File: src/sv/teed_pkg.sv
// ----------------------------------------------------------------------------
// teed_pkg
// Types and constants of the trace enter/exit detector.
// ----------------------------------------------------------------------------
package teed_pkg;

    localparam int DATA_W = 32;
    localparam int TOL_W  = 31;
    localparam int EXIT_W = 10;

    localparam logic [TOL_W-1:0] TOL_RESET = 31'd655;

    typedef struct packed {
        logic signed [DATA_W-1:0] sample_time;
        logic signed [DATA_W-1:0] sample_velocity;
        logic signed [DATA_W-1:0] sample_position;
        logic                     last_sample;
    } t_in_item;

    typedef struct packed {
        logic signed [DATA_W-1:0] start_position;
        logic signed [DATA_W-1:0] enter_time;
        logic signed [DATA_W-1:0] exit_time;
        logic        [EXIT_W-1:0] exit_index;
    } t_out_item;

    typedef enum logic [3:0] {
        S_LOAD  = 4'b0001,
        S_READ  = 4'b0010,
        S_CHECK = 4'b0100,
        S_DONE  = 4'b1000
    } t_state;

endpackage

File: src/sv/teed_cmp.sv
// ----------------------------------------------------------------------------
// teed_cmp
// Shared departure compare: |a - b| > tolerance, exact in 33 bits.
// ----------------------------------------------------------------------------
module teed_cmp
    import teed_pkg::*;
(
    input  logic signed [DATA_W-1:0] i_a,
    input  logic signed [DATA_W-1:0] i_b,
    input  logic        [TOL_W-1:0]  i_tol,
    output logic                     o_departs
);

    logic signed [DATA_W:0] diff;
    logic signed [DATA_W:0] tol_pos;
    logic signed [DATA_W:0] tol_neg;

    assign diff    = {i_a[DATA_W-1], i_a} - {i_b[DATA_W-1], i_b};
    assign tol_pos = $signed({2'b00, i_tol});
    assign tol_neg = -tol_pos;

    assign o_departs = (diff > tol_pos) || (diff < tol_neg);

endmodule

File: config.mk
export PLATFORM = sky130hd
export DESIGN_NAME = teed_cmp
export DESIGN_NICKNAME = d
export VERILOG_FILES = /design/src/sv/teed_pkg.sv /design/src/sv/teed_cmp.sv
export SDC_FILE = /design/constraint.sdc
export NUM_CORES = 1
export LEC_CHECK = 0
export ABC_AREA = 0
export BUFFER_PORTS_ARGS = -buffer_cell sky130_fd_sc_hd__buf_2
export CAP_MARGIN = 20
export CORE_MARGIN = 2
export CORE_UTILIZATION = 62
export DETAILED_ROUTE_END_ITERATION = 16
export PLACE_DENSITY = 0.91
export SLEW_MARGIN = 5
export SYNTH_ARGS = -nofsm -noshare
export SYNTH_HDL_FRONTEND = slang
export SYNTH_SLANG_ARGS = --single-unit
File: constraint.sdc
create_clock -name vclk -period 14.2
set_clock_uncertainty 0.05 [all_clocks]
set_input_delay 1.42 -clock vclk [all_inputs]
set_output_delay 1.42 -clock vclk [all_outputs]
set_load 0.01 [all_outputs]
==> flow_summary.toml <==
[grt]
busiest_layer = "met2"
grt-ovfl-total = 0
use_met1_pct = 35.41
gr-usage-all-layers_pct = 29.58
grt_max_degree = 9
grt_use_met2_pct = 54.31
antenna_found_initial = 0
grt_pass1_vias = 4018
grtUsageMet3_pct = 2.198
grt_pass1_wl_um = 16280

[floorplan]
die_area_mm2 = 0.006688
initial_core_util_pct = 63.73
pin_count = 96
die_h_um = 81.78
coreArea_mm2 = 0.005886
fp-row-count = 28
dieWidth_um = 81.78

[placement]
dp.cells = 687
hpwl_um = 8768
gp_congestion = 0.8895
io_buffers = 96
dp_slack_ps = 6680

[pwr]
p_int_w = 0.00009672
comb_power_share_pct = 100.0
swShare_pct = 56.19
powerDensity_mw_per_mm2 = 51.37
power_frac_clock_pct = 0
p_sw_w = 0.0001241
vdd_drop_max_uv = 29.32
p_leak_nw = 2.318
seq_power_share_pct = 0

[critical_path]
crit_chain = "buf_2 -> inv_1 -> ha_1 -> inv_1 -> fa_1 -> a211oi_1 -> o21ai_1 -> a311o_1 -> a22oi_2 -> a21oi_1 -> a31o_2 -> a31oi_1 -> xnor2_1 -> ha_1 -> a21o_1 -> a21o_1 -> a21oi_1 -> o21ai_0 -> nor2_1 -> o31ai_1 -> a211o_1 -> a21o_1 -> a211o_1 -> buf_2"
critPathMaxFanout = 4
crit_top_cell = "a21o_1"
cp-start-kind = "primary input"
cp_slowest_stage_delay_ps = 420
crit_type = "in -> out"
end_kind = "primary output"
slowest_stage = "fa_1"
critPathArrivalTime_ps = 6120
cp.required_ps = 12730

[cells_and_area]
antenna_cells = 0
clock_buffers = 0
fin_cells = 687
final_common_cell = "buf_2"
synthToLayoutAreaGrowth_pct = 14.58
regArea_um2 = 0
final_cell_mix = "96 x buf_2, 94 x ha_1, 70 x inv_1"
flops_and_latches = 0
nets = 804
final_layout_size_suffix_gt1_share_pct = 19.12
nFillCells = 463
utilization_pct = 73.02

[synthesis]
syn-cell-area_mm2 = 0.003751
yosysWarnings = 0
seq_area_frac_synth_pct = 0
synthCells = 522
ys_types = 61
syn-num-nets = 712
avgSynthCellArea_um2 = 7.186

[min_path]
whs_path_depth = 6
min_to = "o_departs"
hp-start = "i_tol[17]"
hp-class = "in -> out"

[outcome]
status = "finished clean"

[clocking]
cts_resized = 0
cts.hold.buffers_added = 0
cts_setup_buffers = 0

[sta]
finalCriticalPeriod_ps = 7589
fmax_mhz = 131.8
slew_viol_final = 0
setup_slack_ps = 6611
tightest_slew_ps = 486.4
relSlewSlack_pct = 67.51
tns_ps = 0
hold_viol_final = 0
setup_viol = 0
finalCritPeriodShare_pct = 53.45
rsz0062_at_grt = "false"

[route]
wirelength_um = 9905
num_vias = 4192
first_pass_iters = 5
wl_per_cell_um = 14.42
drc_errors = 0
drtIter0Drc = 243
vias_per_cell = 6.102
antenna_left = 0

[flow_run]
maxCapViolCount = 0
[routing by layer]
layer / share of wire, % / routed length, um
met2: 48 / 4720
met5: 0 / 0
met1: 42 / 4171
met4: 3.3 / 329
met3: 6.9 / 683
[worst max-delay path by stage]
stage	endpoint	startpoint	depth (start not counted)
after floorplan	o_departs	i_a[0]	22
after global placement	o_departs	i_a[0]	24
after detailed placement	o_departs	i_a[0]	24
after CTS	o_departs	i_a[0]	24
after global routing	o_departs	i_a[0]	24
final	o_departs	i_a[0]	24
[synthesized netlist by cell type, types with 5 or more instances]
master / count / share of area (%)
ha_1: 94 / 31
inv_1: 70 / 7.0
a21oi_1: 44 / 5.9
xnor2_1: 42 / 9.8
nand2_1: 32 / 3.2
nor2_1: 30 / 3.0
a21o_1: 25 / 5.0
nand4_1: 18 / 3.0
o21ai_0: 15 / 2.0
nand3_1: 14 / 1.9
nor3_1: 14 / 1.9
xor2_1: 14 / 3.3
nand2b_1: 11 / 1.8
and3_1: 8 / 1.3
nor4_1: 7 / 1.2
nor2b_1: 6 / 1.0
a31oi_1: 5 / 0.83
o21ai_1: 5 / 0.67
o31ai_1: 5 / 1.0
[kinds of logic after synthesis]
family | share of synthesized area (%)
AND/OR/NAND/NOR | 21.85
AO/OA/AOI/OAI | 24.98
adder cells (fa/ha/maj) | 31.89
buffers and inverters | 8.206
XOR/XNOR | 13.08
[power by group through the flow]
stage               Combinational, W  Clock [W]  Sequential (W)
floorplan                   0.000156          0               0
global placement            0.000203          0               0
detailed placement          0.000215          0               0
CTS                         0.000216          0               0
global route                0.000247          0               0
finish                      0.000221          0               0
[critical path: cells and delay by family]
family,cells,cell delay [ps]
AOI/OAI and AO/OA,15,3180
adders and majority gates,3,870
buffers and inverters,4,330
xor gates and xnor gates,1,200
and+or+nand+nor,1,120
[final cells by class]
| type | count | area [um^2] | share of cell area (%) |
|---|---|---|---|
| Multi-Input combinational cell | 442 | 3443 | 80.12 |
| Timing Repair Buffer | 96 | 480.5 | 11.18 |
| Inverter | 74 | 280.3 | 6.521 |
| Tap cell | 75 | 93.84 | 2.183 |
[per-stage QoR]
stage / hold slack, ps / power, W / area [um^2]
after floorplan: 3212 / 0.0001564 / 3751
after CTS: 3494 / 0.0002164 / 4298
final: 3503 / 0.0002208 / 4298
after global placement: 3497 / 0.0002034 / 4298
after detailed placement: 3491 / 0.0002149 / 4298
after global routing: 3550 / 0.0002467 / 4298
No activity file was read; power rests on OpenSTA's default activity.
